==> src/rtl/svdr_pkg.sv <==
// Shared constants, types and helper functions of the split virtqueue driver ring.
package svdr_pkg;

  localparam int unsigned RING_DEPTH = 256;
  localparam int unsigned IDX_W      = $clog2(RING_DEPTH);
  localparam int unsigned QS_W       = 9;
  localparam int unsigned CNT_W      = 16;
  localparam int unsigned ADDR_W     = 64;
  localparam int unsigned LEN_W      = 32;

  localparam logic [CNT_W-1:0] END_MARK = 16'hFFFF;
  localparam logic [CNT_W-1:0] CNT_LAST = '1;
  localparam logic [QS_W-1:0]  QS_RESET = (RING_DEPTH < 256) ? QS_W'(RING_DEPTH) : QS_W'(256);

  typedef enum logic [1:0] {
    REQ_ADD  = 2'd0,
    REQ_POLL = 2'd1,
    REQ_FREE = 2'd2,
    REQ_USED = 2'd3
  } req_e;

  typedef enum logic [1:0] {
    STAT_OK      = 2'd0,
    STAT_BUSY    = 2'd1,
    STAT_IGNORED = 2'd2
  } stat_e;

  typedef enum logic [1:0] {
    S_IDLE,
    S_ISSUE,
    S_COMPLETE,
    S_EMIT
  } state_e;

  typedef struct packed {
    logic capture;
    logic issue;
    logic complete;
    logic emit;
  } cmd_t;

  typedef struct packed {
    logic out_free;
  } dp_stat_t;

  // Next ring slot, kept equal to (count + 1) mod queue size.
  function automatic logic [IDX_W-1:0] slot_next(input logic [IDX_W-1:0] slot,
                                                 input logic [CNT_W-1:0] cnt,
                                                 input logic [QS_W-1:0]  qs);
    logic [CNT_W-1:0] inc;
    inc = CNT_W'(slot) + CNT_W'(1);
    if (cnt == CNT_LAST || inc == CNT_W'(qs)) begin
      return '0;
    end
    return inc[IDX_W-1:0];
  endfunction

  // Link value of a descriptor that has not been written since initialization.
  function automatic logic [CNT_W-1:0] link_init(input logic [IDX_W-1:0] idx,
                                                 input logic [QS_W-1:0]  qs);
    logic [CNT_W-1:0] inc;
    inc = CNT_W'(idx) + CNT_W'(1);
    if (inc < CNT_W'(qs)) begin
      return inc;
    end
    return END_MARK;
  endfunction

endpackage

==> src/rtl/svdr_ctrl.sv <==
// Controller state machine that sequences one request through the datapath.
module svdr_ctrl (
  input  logic              clk_i,
  input  logic              rst_ni,
  input  logic              in_valid_i,
  output logic              in_ready_o,
  output svdr_pkg::cmd_t    cmd_o,
  input  svdr_pkg::dp_stat_t stat_i
);

  svdr_pkg::state_e state_q, state_d;

  always_ff @(posedge clk_i or negedge rst_ni) begin
    if (!rst_ni) begin
      state_q <= svdr_pkg::S_IDLE;
    end else begin
      state_q <= state_d;
    end
  end

  always_comb begin
    state_d    = state_q;
    cmd_o      = '0;
    in_ready_o = 1'b0;
    unique case (state_q)
      svdr_pkg::S_IDLE: begin
        in_ready_o = 1'b1;
        if (in_valid_i) begin
          cmd_o.capture = 1'b1;
          state_d       = svdr_pkg::S_ISSUE;
        end
      end
      svdr_pkg::S_ISSUE: begin
        cmd_o.issue = 1'b1;
        state_d     = svdr_pkg::S_COMPLETE;
      end
      svdr_pkg::S_COMPLETE: begin
        cmd_o.complete = 1'b1;
        state_d        = svdr_pkg::S_EMIT;
      end
      svdr_pkg::S_EMIT: begin
        if (stat_i.out_free) begin
          cmd_o.emit = 1'b1;
          state_d    = svdr_pkg::S_IDLE;
        end
      end
      default: begin
        state_d = svdr_pkg::S_IDLE;
      end
    endcase
  end

endmodule

==> config.mk <==
export PLATFORM = sky130hd
export DESIGN_NAME = svdr_ctrl
export DESIGN_NICKNAME = d
export VERILOG_FILES = /design/src/rtl/svdr_pkg.sv /design/src/rtl/svdr_ctrl.sv
export SDC_FILE = /design/constraint.sdc
export NUM_CORES = 1
export LEC_CHECK = 0
export BUFFER_PORTS_ARGS = -buffer_cell sky130_fd_sc_hd__buf_4
export CAP_MARGIN = 30
export CORE_AREA = 2 2 39 41
export CTS_BUF_LIST = sky130_fd_sc_hd__clkbuf_4 sky130_fd_sc_hd__clkbuf_8
export DETAILED_ROUTE_END_ITERATION = 10
export DIE_AREA = 0 0 41 43
export HOLD_SLACK_MARGIN = 0.12
export MAX_ROUTING_LAYER = met4
export SYNTH_ARGS = -nofsm -noshare
export SYNTH_HDL_FRONTEND = slang
export SYNTH_SLANG_ARGS = --single-unit
==> constraint.sdc <==
create_clock -name clk_i -period 1.9 [get_ports clk_i]
set_input_delay 0.285 -clock clk_i [delete_from_list [all_inputs] [get_ports clk_i]]
set_output_delay 0.285 -clock clk_i [all_outputs]
set_load 0.03 [all_outputs]
## After elaboration in Yosys (flattened, before gate mapping)

Index checks and enable logic that the tools add are counted.

- Flip-flop bits (word level): 2
- Latch bits: 0
- Memory bits (writable): 0
- Bits in read-only memories: 0
- Input port bits: 4
- Output and inout port bits: 5
- Logic and storage cells: 18
- Memories: 0

- $add $sub $neg: 0
- Multiply operators: 0
- Div/mod/pow operators: 0
- Order comparisons: 0
- Eq/ne operators: 5
- Shifts and indexed selects: 0
- Multiplexer cells: 10
- Bitwise gates (word level): 0
- Reduce and logical (&&, ||, !) cells: 2

Operators with widths:

| operator | count |
|---|---|
| 2-bit case mux with 4 select lines | 1 |
| 1-bit two-way mux | 7 |
| 2-bit equality test (second input constant) | 2 |
| 2-bit two-way mux | 2 |
| 2-bit != test (second input constant) | 2 |
| 2-bit by 1-bit equality test with 1-bit output (second input constant) | 1 |
| 2-bit logical NOT | 1 |
| 2-bit AND reduction | 1 |

## Longest topological paths before layout

Gate-level depths: netlist of the first run.

- Depth after elaboration: 3
- Depth in mapped cells: 4
- Mapped depth without buffers: 4

## Least setup slack after synthesis of the first run

Ideal clock, no wire load.

- Path type: register to output
- Start: reg state_q[0]
- End: out cmd_o[3] (netlist name)
- Arrival: 1,208 ps
- Data required time: 1,615 ps
- Setup slack: 407 ps
- Stages on the path, launching flop included: 4
- Path buffers: 0
- Cell sequence: dfrtp_1 -> inv_1 -> ha_1 -> and2_1

RTL lines:

| what | line | text |
|---|---|---|
| start, declared | svdr_ctrl.sv:11 | `svdr_pkg::state_e state_q, state_d;` |
| start signal, assigned | svdr_ctrl.sv:15 | `state_q <= svdr_pkg::S_IDLE;` |
| start signal, assigned | svdr_ctrl.sv:17 | `state_q <= state_d;` |
| end, declared | svdr_ctrl.sv:7 | `output svdr_pkg::cmd_t cmd_o,` |

==> impl_metrics.tcl, run 1 <==
set metrics [dict create \
    r2r_end "state_q[1]" \
    cp_slowest_cell "dfrtp_1" \
    setup_viol 0 \
    p_leak_nw 0.1533 \
    reg_top3 "state_q (2)" \
    gp_congestion 0.5704 \
    clk_latency_ns 0.23 \
    rr_worst_depth 4 \
    synthDistinctLibCells 9 \
    die_x_um 41 \
    cts_tree "yes" \
    cp_max_fo 4 \
    syn2layout_area_growth_pct 64.75 \
    num_vias 142 \
    wl_per_cell_um 7.651 \
    cts.htree.levels 1 \
    yosys.area.top_type "dfrtp_1" \
    largest_reg_flops 2 \
    cts_setup_buffers 0 \
    nFillCells 152 \
    antenna_cells 0 \
    arrival_ns 1.26 \
    clk_pin_slew_worst_paths_ns 0.03 \
    ios 9 \
    numPortBuffers 8 \
    required_ns 1.62 \
    r2r_start "state_q[0]" \
    post-route-period-util_pct 81.28 \
    setup_slack_ns 0.3557 \
    top_register "state_q" \
    final_hold_viol_count 0 \
    cts_num_sinks 2 \
    status "complete, no violations" \
    cp-start-kind "register" \
    max-slew-margin-rel_pct 89.21 \
    skew_ns 0.003094 \
    report.final.slew_viol_count 0 \
    first_iter_violations 1 \
    cp.depth 4 \
    power_density_nw_per_um2 1853 \
    worstSetupPathType "reg2out" \
    grt_use_total_pct 5.550 \
    syn_inst 15 \
    via_per_inst 3.302 \
    max_slew.worst_pin.slew_ns 0.1619 \
    fin_cells 43 \
    hpwl_um 265.4 \
    crit_end "cmd_o[3]" \
    critPathTopFamily "flip-flops" \
    cp_num_buf_inv 2 \
    grt_max_degree 5 \
    layout_commonest_cell "buf_4" \
    maxCapViolCount 0 \
    layout.nets 37 \
    fin_crit_ns 1.544 \
    critPathCaptureType "output pin" \
    synth_top_area_share_pct 28.78 \
    syn_area_um2 173.9 \
    start_util_pct 12.57 \
    grt_overflow 0 \
    setup_tns_ns 0 \
    pre_cts_ws_ns 0.5660 \
    hold_class "in2async" \
    r2r_slack_ns 0.58 \
    rsz0062_at_grt "false" \
    cts_buffers 3 \
    max_stage_delay_ns 0.39 \
    crit_start "state_q[0]" \
    yosysSeqAreaShare_pct 28.78 \
    antenna_found_initial 0 \
    fmax_mhz 647.5 \
    syn-num-nets 23 \
    synthTopCellsByArea "dfrtp_1 (29%), ha_1 (29%), mux2_4 (8.6%)" \
    grt_pass1_vias 148 \
    fin_hold_ws_ns 0.3793 \
    yosys_warnings 0 \
    drc_errors 0 \
    clockBufferDepth 2 \
    firstDrtPassIters 2 \
    die-area_um2 1763 \
    postRouteAntennaNets 0 \
    path_cells "inv_1 -> ha_1 -> and2_1 -> buf_4" \
    root_buffer "clkbuf_4" \
    syn_avg_cell_area_um2 11.59 \
    layout-drive-gt1-share_pct 59.26 \
    die_h_um 43 \
    totalWireLength_um 329 \
    layout_common_cells "buf_4 (8), ha_1 (4), inv_1 (3), clkbuf_4 (3), dfrtp_1 (2)" \
    num_rows 14 \
    core-area_um2 1384 \
    peakVddDrop_uv 252.8 \
    grt_pass1_wl_um 558 \
    ys_seq_elements 2 \
    dp_cells 39 \
]
==> area by class of cell <==
cell class	count	area [um2]	area share (%)
Sequential cell	2	50.05	17.47
Inverter	3	11.26	3.930
Timing Repair Buffer	9	70.07	24.45
Tap cell	16	20.02	6.987
Multi-Input combinational cell	10	112.6	39.30
Clock buffer	3	22.52	7.860
==> routing by layer <==
layer | GRT usage (%) | vias to the layer above | part of all wire, %
met5 | - | - | 0
met4 | 8.000 | 0 | 0
met3 | 3.141 | 0 | 4.3
met2 | 7.500 | 3 | 61
met1 | 3.846 | 67 | 34
li1 | - | 72 | -
==> cells in the mapped netlist <==
cell	instances
dfrtp_1	2
nor2b_4	1
inv_1	3
mux2_4	1
and2_1	1
a21oi_2	1
ha_1	4
o32a_2	1
and2_2	1
==> how the worst min path moves through the flow <==
stage,from,slack [ns],cells after the start,to
final,rst_ni,0.38,2,state_q[1]
after global routing,rst_ni,0.38,2,state_q[1]
after CTS,rst_ni,0.37,2,state_q[1]
after detailed placement,rst_ni,0.07,1,state_q[0]
after global placement,rst_ni,0.07,1,state_q[0]
after floorplan,rst_ni,-0.01,0,state_q[0]
==> logic make-up after synthesis <==
group	share of synthesized area, %
fa+ha+maj	28.78
buf+inv	6.474
simple gates	15.83
compound gates	11.51
flops	28.78
mux	8.631
==> where the power goes <==
group          internal (W)  switching, W  leakage [nW]
sequential        0.0000675     0.0000251        0.0235
clock             0.0000698     0.0000255        0.0138
combinational      0.000164      0.000180         0.116
==> worst reg2reg max path, stage by stage, from the launching register on <==
cell and delay [ns]:
dfrtp_1 0.39, inv_1 0.08, ha_1 0.25, a21oi_2 0.18, mux2_4 0.31
==> per-stage QoR <==
stage / cell area, um2 / utilization, % / power [W]
floorplan: 173.9 / - / 0.0003482
global placement: 254.0 / 18.35 / 0.0004366
detailed placement: 254.0 / 18.35 / 0.0004413
CTS: 286.5 / 20.71 / 0.0005433
global route: 286.5 / 20.71 / 0.0005762
finish: 286.5 / 20.71 / 0.0005311
==> timing repair <==
item | 4_1_cts | 5_1_grt
endpoints found under the setup margin | 0 | 0
hold endpoints to repair | 2 | 0
gates resized for setup | 0 | 0
hold buffers | 1 | 0
Note: power is estimated with default switching activity, not from simulation.
==> run 2, diff against run 1 <==
clock period = 1.3 ns   (was 1.9 ns; I/O delays follow)
==> impl_metrics.tcl, run 2 (synthesis gave the netlist of run 1 again) <==
set metrics [dict create \
    cts_tree "yes" \
    critPathCaptureType "output pin" \
    report.final.slew_viol_count 0 \
    final_hold_viol_count 0 \
    grt_use_total_pct 6.359 \
    largest_reg_flops 2 \
    numPortBuffers 8 \
    top_register "state_q" \
    die-area_um2 1763 \
    fmax_mhz 748.3 \
    setup_slack_ns -0.03639 \
    skew_ns 0.005373 \
    grt_pass1_wl_um 683 \
    wl_per_cell_um 8.348 \
    violations "negative setup slack" \
    totalWireLength_um 384 \
    fin_cells 46 \
    rsz0062_at_grt "true" \
    die_x_um 41 \
    cp_max_fo 4 \
    start_util_pct 12.57 \
    critPathTopFamily "flip-flops" \
    p_leak_nw 0.1684 \
    antenna_found_initial 0 \
    max_slew.worst_pin.slew_ns 0.1347 \
    path_cells "inv_2 -> ha_4 -> and2_4 -> buf_6" \
    hold_class "in2async" \
    drc_errors 0 \
    clk_pin_slew_worst_paths_ns 0.03 \
    register_area_um2 51.30 \
    layout-drive-gt1-share_pct 86.67 \
    peakVddDrop_uv 440.0 \
    grt_overflow 0 \
    layout_common_cells "buf_4 (6), buf_6 (5), clkbuf_4 (3)" \
    worstSetupPathType "reg2out" \
    first_iter_violations 0 \
    max-slew-margin-rel_pct 91.02 \
    reg_top3 "state_q (2)" \
    postRouteAntennaNets 0 \
    cp-start-kind "register" \
    dp_cells 40 \
    setup_viol 2 \
    cts.htree.levels 1 \
    gp_congestion 0.7027 \
    pre_cts_ws_ns -0.02702 \
    syn2layout_area_growth_pct 101.4 \
    fin_util_pct 25.32 \
    required_ns 1.11 \
    firstDrtPassIters 1 \
    layout_commonest_cell "buf_4" \
    cts_num_sinks 2 \
    hpwl_um 286.7 \
    maxCapViolCount 0 \
    core-area_um2 1384 \
    arrival_ns 1.14 \
    cp_num_buf_inv 2 \
    die_h_um 43 \
    nFillCells 161 \
    setup_tns_ns -0.05211 \
    num_rows 14 \
    post-route-period-util_pct 102.8 \
    power_density_nw_per_um2 2791 \
    root_buffer "clkbuf_4" \
    ios 9 \
    fin_crit_ns 1.336 \
    clk_latency_ns 0.23 \
    max_stage_delay_ns 0.43 \
    cp_slowest_cell "dfrtp_2" \
    grt_max_degree 5 \
    layout.nets 40 \
    fin_hold_ws_ns 0.2812 \
    via_per_inst 3.543 \
    status "finished, violations left" \
    antenna_cells 0 \
    clockBufferDepth 2 \
    cts_buffers 3 \
    grt_pass1_vias 192 \
    num_vias 163 \
    multi_input_area_um2 133.9 \
]
==> run 2: changes by cell type in the layout (fill, tap and decap cells not counted), sizes merged <==
cell,delta
buf,+3
==> run 2: final cells by class <==
cell class                 instances  share of cell area (%)
multi-input combinational         10                   38.21
clock buffer                       3                   6.429
timing repair buffer              12                   31.79
tap                               16                   5.714
inverter                           3                   3.214
sequential                         2                   14.64
==> run 2: final timing paths <==
path                            slack [ns]        from  depth (start not counted)         end
worst max-delay path                 -0.04  state_q[0]                          4    cmd_o[3]
worst min-delay path                  0.28      rst_ni                          2  state_q[1]
worst max register to register        0.01  state_q[0]                          4  state_q[1]
worst min register to register        0.57  state_q[0]                          1  state_q[0]
max in group asynchronous             0.92      rst_ni                          2  state_q[0]
min in group clk_i                    0.38      stat_i                          3  state_q[0]
==> run 2: per-stage QoR <==
| step | power, W | instance area [um2] |
|---|---|---|
| floorplan | 0.0005201 | 177.7 |
| global placement | 0.0006766 | 265.3 |
| detailed placement | 0.0006804 | 265.3 |
| CTS | 0.0009541 | 335.3 |
| global route | 0.001061 | 350.3 |
| finish | 0.0009777 | 350.3 |
==> run 2: routing by layer <==
layer  track usage [%]  share of wire [%]  wire length (um)
met2             10.31                 58               223
met5                 -                  0                 0
met4             6.000                4.9                19
met1             4.459                 33               125
met3             3.141                4.2                16
==> run 2: power breakdown <==
| group | total, W | switching (W) | internal [W] |
|---|---|---|---|
| registers | 0.000144 | 0.0000421 | 0.000102 |
| logic | 0.000691 | 0.000311 | 0.000380 |
| clock network | 0.000143 | 0.0000407 | 0.000102 |
| total | 0.000978 | 0.000394 | 0.000584 |
==> run 2: worst reg2reg max path: cells and delay by family (launching register included) <==
| kind | cells | cell delay, ns |
|---|---|---|
| mux | 1 | 0.31 |
| simple gates | 1 | 0.12 |
| fa+ha+maj | 1 | 0.19 |
| compound gates | 1 | 0.13 |
| flops | 1 | 0.43 |
==> run 2: timing repair <==
action                                 CTS  global route
resized for setup                       10             3
endpoints found under the hold margin    2             0
pin swaps                                2             0
hold buffers                             1             0
setup endpoints to repair                5             5
buffers inserted                         1             1
